$ cat config.mk
export PLATFORM = sky130hd
export DESIGN_NAME = sorted_priority_queue_flat
export DESIGN_NICKNAME = d
export VERILOG_FILES = /design/src/spq_pkg.sv /design/src/spq_channels.sv /design/src/spq_datapath.sv /design/src/spq_controller.sv /design/src/sorted_priority_queue.sv /design/src/flat_wrapper.sv
export VERILOG_INCLUDE_DIRS = /design/src /design/src/src
export SDC_FILE = /design/constraint.sdc
export NUM_CORES = 2
export LEC_CHECK = 0
export ABC_AREA = 1
export BUFFER_PORTS_ARGS = -buffer_cell sky130_fd_sc_hd__buf_2
export CORE_MARGIN = 3
export CORE_UTILIZATION = 40
export CTS_CLUSTER_SIZE = 25
export DETAILED_ROUTE_END_ITERATION = 6
export MAX_ROUTING_LAYER = met4
export PLACE_DENSITY = 0.54
export SLEW_MARGIN = 20
export SYNTH_ARGS = -nofsm -noshare
export SYNTH_HDL_FRONTEND = slang
export SYNTH_SLANG_ARGS = --single-unit
$ cat constraint.sdc
create_clock -name clk -period 4.4 [get_ports clk]
set_clock_uncertainty 0.15 [all_clocks]
set_input_delay 0 -clock clk [delete_from_list [all_inputs] [get_ports clk]]
set_output_delay 0 -clock clk [all_outputs]
set_load 0.01 [all_outputs]
$ cat src/assert_macros.svh
// assertion macros shared by the rtl files
`ifndef ASSERT_MACROS_SVH
`define ASSERT_MACROS_SVH

// check a property on every clock edge outside reset
`define SPQ_ASSERT(label, prop, msg) \
  label: assert property (@(posedge clk) disable iff (!rst_n) (prop)) else $error(msg);

// check that a condition never holds outside reset
`define SPQ_NEVER(label, cond, msg) \
  label: assert property (@(posedge clk) disable iff (!rst_n) !(cond)) else $error(msg);

`endif

$ cat src/spq_pkg.sv
// package for the sorted priority queue: widths, codes and shared types
`default_nettype none

package spq_pkg;

  localparam int DefCapacity = 16;
  localparam int DataW       = 32;
  localparam int StatusW     = 2;
  localparam int FillW       = 5;

  localparam logic OP_INSERT = 1'b0;
  localparam logic OP_DELETE = 1'b1;

  localparam logic [StatusW-1:0] STATUS_DONE  = 2'd0;
  localparam logic [StatusW-1:0] STATUS_EMPTY = 2'd1;
  localparam logic [StatusW-1:0] STATUS_FULL  = 2'd2;

  typedef struct packed {
    logic signed [DataW-1:0] value;
    logic signed [DataW-1:0] prio;
  } spq_entry_t;

  // controller to datapath
  typedef struct packed {
    logic               load_item;
    logic               rd_prev;
    logic               rd_head;
    logic               wr_shift;
    logic               wr_new;
    logic               step_back;
    logic               push;
    logic               pop;
    logic               res_load;
    logic [StatusW-1:0] res_status;
    logic               res_take_rdata;
  } spq_cmd_t;

  // datapath to controller
  typedef struct packed {
    logic empty;
    logic full;
    logic prev_greater;
    logic slot_one;
  } spq_sts_t;

endpackage

`default_nettype wire

$ cat src/spq_channels.sv
// valid/ready channel interfaces for operations and results
`default_nettype none

interface spq_in_if
  import spq_pkg::*;
  ();
  logic                    valid;
  logic                    ready;
  logic                    op;
  logic signed [DataW-1:0] item_value;
  logic signed [DataW-1:0] item_priority;

  modport source (output valid, output op, output item_value, output item_priority,
                  input ready);
  modport sink   (input valid, input op, input item_value, input item_priority,
                  output ready);
endinterface

interface spq_out_if
  import spq_pkg::*;
  ();
  logic                    valid;
  logic                    ready;
  logic [StatusW-1:0]      status;
  logic signed [DataW-1:0] out_value;
  logic signed [DataW-1:0] out_priority;
  logic [FillW-1:0]        fill_level;

  modport source (output valid, output status, output out_value, output out_priority,
                  output fill_level, input ready);
  modport sink   (input valid, input status, input out_value, input out_priority,
                  input fill_level, output ready);
endinterface

`default_nettype wire

$ cat src/spq_datapath.sv
// entry memory kept as a circular buffer, pointers, count and result register
`default_nettype none

`include "assert_macros.svh"

module spq_datapath
  import spq_pkg::*;
#(
  parameter int CAPACITY = DefCapacity
) (
  input  wire logic                    clk,
  input  wire logic                    rst_n,
  input  wire spq_cmd_t                cmd,
  output spq_sts_t                     sts,
  input  wire logic signed [DataW-1:0] in_value,
  input  wire logic signed [DataW-1:0] in_prio,
  output logic [StatusW-1:0]           res_status,
  output logic signed [DataW-1:0]      res_value,
  output logic signed [DataW-1:0]      res_prio,
  output logic [FillW-1:0]             res_fill
);

  localparam int IW = (CAPACITY > 1) ? $clog2(CAPACITY) : 1;
  localparam int CW = $clog2(CAPACITY + 1);
  localparam logic [IW-1:0] LastIdx  = IW'(CAPACITY - 1);
  localparam logic [CW-1:0] CapCount = CW'(CAPACITY);

  spq_entry_t mem [CAPACITY];

  logic [IW-1:0]           head_r, head_nxt;
  logic [IW-1:0]           tail_r, tail_nxt;
  logic [CW-1:0]           count_r, count_nxt;
  logic [IW-1:0]           wr_ptr_r, wr_ptr_nxt;
  logic [CW-1:0]           slot_r, slot_nxt;
  logic signed [DataW-1:0] item_value_r, item_prio_r;
  spq_entry_t              rdata_r;
  logic [IW-1:0]           rd_addr;
  spq_entry_t              wr_data;
  logic                    wr_en, rd_en;
  logic [31:0]             fill_wide;

  function automatic logic [IW-1:0] ptr_next(input logic [IW-1:0] p);
    ptr_next = (p == LastIdx) ? '0 : p + 1'b1;
  endfunction

  function automatic logic [IW-1:0] ptr_prev(input logic [IW-1:0] p);
    ptr_prev = (p == '0) ? LastIdx : p - 1'b1;
  endfunction

  always_comb begin
    head_nxt   = cmd.pop ? ptr_next(head_r) : head_r;
    tail_nxt   = cmd.push ? ptr_next(tail_r) : tail_r;
    count_nxt  = count_r;
    if (cmd.push) begin
      count_nxt = count_r + 1'b1;
    end else if (cmd.pop) begin
      count_nxt = count_r - 1'b1;
    end
    wr_ptr_nxt = wr_ptr_r;
    slot_nxt   = slot_r;
    if (cmd.load_item) begin
      wr_ptr_nxt = tail_r;
      slot_nxt   = count_r;
    end else if (cmd.step_back) begin
      wr_ptr_nxt = ptr_prev(wr_ptr_r);
      slot_nxt   = slot_r - 1'b1;
    end
    rd_en     = cmd.rd_head | cmd.rd_prev;
    rd_addr   = cmd.rd_head ? head_r : ptr_prev(wr_ptr_r);
    wr_en     = cmd.wr_shift | cmd.wr_new;
    wr_data   = cmd.wr_shift ? rdata_r
                             : spq_entry_t'{value: item_value_r, prio: item_prio_r};
    fill_wide = 32'(count_nxt);
  end

  assign sts = spq_sts_t'{
    empty:        (count_r == '0),
    full:         (count_r == CapCount),
    prev_greater: (rdata_r.prio > item_prio_r),
    slot_one:     (slot_r == CW'(1))
  };

  always_ff @(posedge clk) begin
    if (!rst_n) begin
      head_r  <= '0;
      tail_r  <= '0;
      count_r <= '0;
    end else begin
      head_r  <= head_nxt;
      tail_r  <= tail_nxt;
      count_r <= count_nxt;
    end
  end

  always_ff @(posedge clk) begin
    wr_ptr_r <= wr_ptr_nxt;
    slot_r   <= slot_nxt;
    if (cmd.load_item) begin
      item_value_r <= in_value;
      item_prio_r  <= in_prio;
    end
    if (cmd.res_load) begin
      res_status <= cmd.res_status;
      res_value  <= cmd.res_take_rdata ? rdata_r.value : '0;
      res_prio   <= cmd.res_take_rdata ? rdata_r.prio : '0;
      res_fill   <= fill_wide[FillW-1:0];
    end
  end

  // entry storage, one write and one registered read per cycle
  always_ff @(posedge clk) begin
    if (wr_en) begin
      mem[wr_ptr_r] <= wr_data;
    end
    if (rd_en) begin
      rdata_r <= mem[rd_addr];
    end
  end

  `SPQ_ASSERT(a_count_bound, count_r <= CapCount, "entry count above capacity")
  `SPQ_NEVER(a_push_full, cmd.push && sts.full, "push into a full queue")
  `SPQ_ASSERT(a_ptr_match, (count_r == '0 || count_r == CapCount) |-> head_r == tail_r,
    "head and tail disagree with count")

endmodule

`default_nettype wire

$ cat src/spq_controller.sv
// controller state machine: handshakes, insert scan and delete sequencing
`default_nettype none

`include "assert_macros.svh"

module spq_controller
  import spq_pkg::*;
(
  input  wire logic     clk,
  input  wire logic     rst_n,
  input  wire logic     in_valid,
  input  wire logic     in_op,
  output logic          in_ready,
  output logic          out_valid,
  input  wire logic     out_ready,
  input  wire spq_sts_t sts,
  output spq_cmd_t      cmd
);

  localparam logic [2:0] S_IDLE    = 3'd0;
  localparam logic [2:0] S_INS_RD  = 3'd1;
  localparam logic [2:0] S_INS_CMP = 3'd2;
  localparam logic [2:0] S_INS_PUT = 3'd3;
  localparam logic [2:0] S_DEL_OUT = 3'd4;

  logic [2:0] state_r, state_nxt;
  logic       out_valid_r, out_valid_nxt;

  always_comb begin
    state_nxt = state_r;
    cmd       = '0;
    in_ready  = 1'b0;
    unique case (state_r)
      S_IDLE: begin
        in_ready = !out_valid_r;
        if (in_valid && !out_valid_r) begin
          cmd.load_item = 1'b1;
          if (in_op == OP_INSERT) begin
            if (sts.full) begin
              cmd.res_load   = 1'b1;
              cmd.res_status = STATUS_FULL;
            end else if (sts.empty) begin
              state_nxt = S_INS_PUT;
            end else begin
              state_nxt = S_INS_RD;
            end
          end else begin
            if (sts.empty) begin
              cmd.res_load   = 1'b1;
              cmd.res_status = STATUS_EMPTY;
            end else begin
              cmd.rd_head = 1'b1;
              state_nxt   = S_DEL_OUT;
            end
          end
        end
      end
      S_INS_RD: begin
        cmd.rd_prev = 1'b1;
        state_nxt   = S_INS_CMP;
      end
      S_INS_CMP: begin
        // move the older entry up one slot while it is less urgent
        if (sts.prev_greater) begin
          cmd.wr_shift  = 1'b1;
          cmd.step_back = 1'b1;
          state_nxt     = sts.slot_one ? S_INS_PUT : S_INS_RD;
        end else begin
          cmd.wr_new     = 1'b1;
          cmd.push       = 1'b1;
          cmd.res_load   = 1'b1;
          cmd.res_status = STATUS_DONE;
          state_nxt      = S_IDLE;
        end
      end
      S_INS_PUT: begin
        cmd.wr_new     = 1'b1;
        cmd.push       = 1'b1;
        cmd.res_load   = 1'b1;
        cmd.res_status = STATUS_DONE;
        state_nxt      = S_IDLE;
      end
      S_DEL_OUT: begin
        cmd.pop            = 1'b1;
        cmd.res_load       = 1'b1;
        cmd.res_status     = STATUS_DONE;
        cmd.res_take_rdata = 1'b1;
        state_nxt          = S_IDLE;
      end
      default: begin
        state_nxt = S_IDLE;
      end
    endcase
  end

  always_comb begin
    out_valid_nxt = out_valid_r;
    if (cmd.res_load) begin
      out_valid_nxt = 1'b1;
    end else if (out_valid_r && out_ready) begin
      out_valid_nxt = 1'b0;
    end
  end

  assign out_valid = out_valid_r;

  always_ff @(posedge clk) begin
    if (!rst_n) begin
      state_r     <= S_IDLE;
      out_valid_r <= 1'b0;
    end else begin
      state_r     <= state_nxt;
      out_valid_r <= out_valid_nxt;
    end
  end

  `SPQ_NEVER(a_res_overwrite, cmd.res_load && out_valid_r, "result overwritten before taken")
  `SPQ_ASSERT(a_cmp_after_rd, state_r == S_INS_CMP |-> $past(state_r) == S_INS_RD,
    "compare without a preceding read")
  `SPQ_NEVER(a_del_empty, state_r == S_DEL_OUT && sts.empty, "delete sequence on empty queue")

endmodule

`default_nettype wire

$ cat src/sorted_priority_queue.sv
// Sorted priority queue, lowest priority number first, ties leave in arrival order.
// Entries live in a single-port-write, registered-read memory used as a circular
// buffer, so a delete reads the head, then pops it.
// An insert walks back from the tail through that memory, one entry at a time (read,
// then compare and move up); the last read and compare finds its place, unless the
// new entry lands at the head (an empty queue included). A refused insert or a
// delete on an empty queue answers straight from the idle state. One transaction
// is in flight at a time and the next is accepted once the result register has
// been taken. No clearing pass is needed.
`default_nettype none

module sorted_priority_queue
  import spq_pkg::*;
#(
  parameter int CAPACITY = DefCapacity
) (
  input  wire logic clk,
  input  wire logic rst_n,
  spq_in_if.sink    in_ch,
  spq_out_if.source out_ch
);

  spq_cmd_t cmd;
  spq_sts_t sts;
  logic     ctl_in_ready;
  logic     ctl_out_valid;

  spq_controller u_ctrl (
    .clk       (clk),
    .rst_n     (rst_n),
    .in_valid  (in_ch.valid),
    .in_op     (in_ch.op),
    .in_ready  (ctl_in_ready),
    .out_valid (ctl_out_valid),
    .out_ready (out_ch.ready),
    .sts       (sts),
    .cmd       (cmd)
  );

  spq_datapath #(
    .CAPACITY (CAPACITY)
  ) u_dp (
    .clk        (clk),
    .rst_n      (rst_n),
    .cmd        (cmd),
    .sts        (sts),
    .in_value   (in_ch.item_value),
    .in_prio    (in_ch.item_priority),
    .res_status (out_ch.status),
    .res_value  (out_ch.out_value),
    .res_prio   (out_ch.out_priority),
    .res_fill   (out_ch.fill_level)
  );

  assign in_ch.ready  = ctl_in_ready;
  assign out_ch.valid = ctl_out_valid;

endmodule

`default_nettype wire
$ cat src/flat_wrapper.sv
// flat-port wrapper written by rule: the top's interface ports become plain ports
module sorted_priority_queue_flat import spq_pkg::*;
#(
  parameter int CAPACITY = DefCapacity
)
  (clk, rst_n, in_ch_valid, in_ch_op, in_ch_item_value, in_ch_item_priority, in_ch_ready, out_ch_valid, out_ch_status, out_ch_out_value, out_ch_out_priority, out_ch_fill_level, out_ch_ready);
  spq_in_if in_ch_i ();
  spq_out_if out_ch_i ();
  input  wire logic clk;
  input  wire logic rst_n;
  input wire logic [$bits(in_ch_i.valid)-1:0] in_ch_valid;
  input wire logic [$bits(in_ch_i.op)-1:0] in_ch_op;
  input wire logic [$bits(in_ch_i.item_value)-1:0] in_ch_item_value;
  input wire logic [$bits(in_ch_i.item_priority)-1:0] in_ch_item_priority;
  output wire logic [$bits(in_ch_i.ready)-1:0] in_ch_ready;
  output wire logic [$bits(out_ch_i.valid)-1:0] out_ch_valid;
  output wire logic [$bits(out_ch_i.status)-1:0] out_ch_status;
  output wire logic [$bits(out_ch_i.out_value)-1:0] out_ch_out_value;
  output wire logic [$bits(out_ch_i.out_priority)-1:0] out_ch_out_priority;
  output wire logic [$bits(out_ch_i.fill_level)-1:0] out_ch_fill_level;
  input wire logic [$bits(out_ch_i.ready)-1:0] out_ch_ready;
  assign in_ch_i.valid = in_ch_valid;
  assign in_ch_i.op = in_ch_op;
  assign in_ch_i.item_value = in_ch_item_value;
  assign in_ch_i.item_priority = in_ch_item_priority;
  assign in_ch_ready = in_ch_i.ready;
  assign out_ch_valid = out_ch_i.valid;
  assign out_ch_status = out_ch_i.status;
  assign out_ch_out_value = out_ch_i.out_value;
  assign out_ch_out_priority = out_ch_i.out_priority;
  assign out_ch_fill_level = out_ch_i.fill_level;
  assign out_ch_i.ready = out_ch_ready;
  sorted_priority_queue #(.CAPACITY(CAPACITY)) u_core (.clk(clk), .rst_n(rst_n), .in_ch(in_ch_i), .out_ch(out_ch_i));
endmodule
==> flow_summary_export.csv <==
group,metric,value,unit
run_status,outcome,"completed",
final_layout,layout_commonest_cell,"edfxtp_1",
worst_setup_path,crit_required,4.64,ns
synthesis,synth_cell_types,39,
worst_setup_path,cpLargestDelayFamily,"simple AND/OR/NAND/NOR gates",
synthesis,synth_top_area_cell,"edfxtp_1",
grt,grt_pass1_vias,30500,
final_layout,fin_cells,5957,
detailed_routing,ant_nets,0,
detailed_routing,drtPass1Iterations,5,
worst_hold_path,hold_path_end,"u_core.u_ctrl.state_r[1]$_SDFFE_PN0P_",
worst_setup_path,r2r_slack,0.40,ns
power_and_ir_drop,worst_ir_drop_vdd,0.789,mV
place,dp_cells,5579,
grt,grt_max_degree,94,
clock_tree,clock_path_buffers,3,
worst_setup_path,regToRegEndpoint,"u_core.u_dp.mem[4][49]$_DFFE_PP_",
synthesis,synth_nets,3996,
worst_setup_path,cp_cell_sequence,"ha_1, nand2_1, nor2_1, nand2_1, nor2_1, nand2_1, nand3_1, nand3_4, nor2_4, clkinv_2, buf_4, o21ai_1",
worst_hold_path,min_from,"rst_n",
worst_setup_path,cp_num_buf_inv,2,
timing,tns,0,ns
detailed_routing,wirelength,136000,um
die,design.core.area,0.125,mm2
synthesis,synth-seq-cells,1249,
place,dp_slack,0.334,ns
die,fp.dieArea,0.131,mm2
clock_tree,htreeDepth,4,
final_layout,final_cell_mix,"edfxtp_1 (1,232), o211ai_1 (444), nand2_1 (435)",
worst_hold_path,whs_path_depth,4,
worst_setup_path,crit_path_max_incr_delay,0.79,ns
timing,setup_viol,0,
timing,final-hold-violation-count,0,
timing,fmax,0.250,GHz
detailed_routing,routed_via_density,5.30,
worst_setup_path,crit_fanout,16,
final_layout,multiInputGateArea,0.0107,mm2
timing,finalWorstSetupSlack,0.402,ns
place,port_buffers,141,
place,gp_congestion,0.772,
worst_hold_path,hp-class,"in2reg",
grt,grt_overflow,0,
timing,rsz0062_at_grt,"false",
run,maxCapViolCount,0,
die,ios,142,
clock_tree,cts_sinks,1249,
place,dp_hpwl,68500,um
clock_tree,post_cts_resized,0,
final_layout,finish.utilization,47.9,%
grt,grt_pass1_wl,200000,um
worst_setup_path,critical-path-slowest-cell,"o21ai_1",
synthesis,ys_seq_area_share,73.9,%
power_and_ir_drop,leakage,21.3,nW
detailed_routing,drtIter0Drc,2752,
final_layout,num-nets-final,4327,
clock_tree,cts_tree,"built",
synthesis,synth_area_per_cell,13.0,um2
timing,min_period_over_period,90.9,%
timing,fin_crit,4.00,ns
die,die_x,361,um
clock_tree,cts_root_buf,"clkbuf_16",
final_layout,fillers,10900,
worst_setup_path,critPathMostFrequentCell,"nand2_1",
worst_setup_path,crit_arrival,4.24,ns
final_layout,ff_latch_area,0.0373,mm2
die,rows,129,
timing,worst_pin_slew,1.02,ns
synthesis,synth_area_leaders,"edfxtp_1 (73%), o211ai_1 (6.6%), nand2_1 (3.2%)",
synthesis,syn_area,0.0505,mm2
timing,slew_viol_final,0,
grt,antenna_found_initial,2,
grt,grt_usage,21.4,%
synthesis,post-synth-top-area-fraction,73.2,%
final_layout,syn_to_final_growth,18.1,%
clock_tree,cts_buffers,136,
worst_setup_path,rr_worst_depth,12,
worst_setup_path,worst_setup_path_end_kind,"flop",
synthesis,syn_inst,3884,
die,start_util,40.6,%
detailed_routing,vias,31600,
clock_tree,path_clk_slew,0.06,ns
power_and_ir_drop,p_per_area,730,mW/mm2
worst_setup_path,worstSetupPathType,"reg2reg",
synthesis,ys.warnings.count,0,
final_layout,drive_gt1_share,12.2,%
timing,maxSlewHeadroom,31.8,%
clock_tree,post-cts-setup-buffers,0,
die,die_y,361,um
clock_tree,insertion_delay,0.75,ns
detailed_routing,drc,0,
detailed_routing,routedWlPerCell,22.9,um
worst_setup_path,cp-start-kind,"flop",
worst_setup_path,r2r_start,"u_core.u_dp.rdata_r[31]$_DFFE_PP_",
==> where the power goes <==
| part | internal (mW) | switching (mW) | leakage [nW] |
|---|---|---|---|
| Combinational | 5.02 | 11.7 | 7.84 |
| Sequential | 15.2 | 0.302 | 11.3 |
| Clock | 6.66 | 4.62 | 2.14 |
==> cell usage after synthesis, drive strengths merged <==
library cell / number
nand2: 442
inv: 409
nor4: 1
a21oi: 27
a31oi: 1
dfxtp: 17
nor3: 5
edfxtp: 1232
nand3: 153
ha: 43
buf: 188
nand4: 3
xor2: 5
nor2: 402
nand3b: 3
xnor2: 1
a21boi: 1
o2111ai: 1
o21ai: 449
clkinv: 2
or2: 4
a21o: 2
clkbuf: 46
o211ai: 444
o21a: 3
==> worst min-delay path, delay by kind of cell <==
family | cells | cell delay (ns)
buffers and inverters | 2 | 0.69
AO/OA/AOI/OAI | 2 | 0.24
==> kinds of logic (layout without fill, tap and decap cells) <==
group	after synthesis	after routing	synth area share, %
xor+xnor	6	6	0.104
flops	1249	1249	73.9
simple gates	1013	1013	8.16
fa+ha+maj	43	43	1.06
other cells	0	1	0
compound gates	928	928	11.5
buf+inv	645	1080	5.35
==> sequential cells by signal, indices dropped and copies added (netlist names) <==
register	flops
u_core.u_ctrl.out_valid	1
u_core.u_ctrl.state_r	3
u_core.u_dp.count_r	5
u_core.u_dp.head_r	4
u_core.u_dp.item_prio_r	32
u_core.u_dp.item_value_r	32
u_core.u_dp.mem	1024
u_core.u_dp.rdata_r	64
u_core.u_dp.res_fill	5
u_core.u_dp.res_prio	32
u_core.u_dp.res_status	2
u_core.u_dp.res_value	32
u_core.u_dp.slot_r	5
u_core.u_dp.tail_r	4
u_core.u_dp.wr_ptr_r	4
==> stage by stage <==
stage	hold WS [ns]	area (um2)	power, mW
floorplan	-0.0524	50500	26.7
global placement	0.0269	53900	32.5
detailed placement	0.0281	53900	32.5
CTS	0.0249	59700	44.0
global route	0.0861	59700	46.2
finish	0.0884	59700	43.6
==> repair_timing <==
item                                    in CTS  in global routing
hold endpoints to repair                   103                  0
hold buffers                               135                  0
endpoints found under the setup margin       0                  0
==> layer usage <==
layer,wire length [um],GRT usage [%],vias up
met5,0,-,-
met2,64600,33.5,938
met4,2730,5.85,0
met3,7780,3.16,200
met1,61200,29.2,15700
li1,-,-,14700
==> worst max-delay path by stage <==
| stage | startpoint | cells past startpoint | to |
|---|---|---|---|
| after floorplan | u_core.u_ctrl.state_r[1]$_SDFFE_PN0P_ | 5 | u_core.u_dp.mem[10][0]$_DFFE_PP_ |
| after global placement | u_core.u_dp.rdata_r[31]$_DFFE_PP_ | 11 | u_core.u_dp.mem[15][43]$_DFFE_PP_ |
| after detailed placement | u_core.u_dp.rdata_r[31]$_DFFE_PP_ | 12 | u_core.u_dp.mem[6][32]$_DFFE_PP_ |
| after CTS | u_core.u_dp.rdata_r[31]$_DFFE_PP_ | 12 | u_core.u_dp.mem[9][32]$_DFFE_PP_ |
| after global routing | u_core.u_dp.rdata_r[31]$_DFFE_PP_ | 12 | u_core.u_dp.mem[11][34]$_DFFE_PP_ |
| final | u_core.u_dp.rdata_r[31]$_DFFE_PP_ | 12 | u_core.u_dp.mem[4][49]$_DFFE_PP_ |
==> cell type report <==
type / instances / area share, %
Sequential cell: 1249 / 62.6
Multi-Input combinational cell: 1990 / 17.9
Clock buffer: 169 / 6.19
Timing Repair Buffer: 427 / 6.14
Tap cell: 1637 / 3.43
Inverter: 411 / 2.62
Clock inverter: 73 / 1.17
Antenna cell: 1 / 0.00419
(Power assumes the default switching activity.)
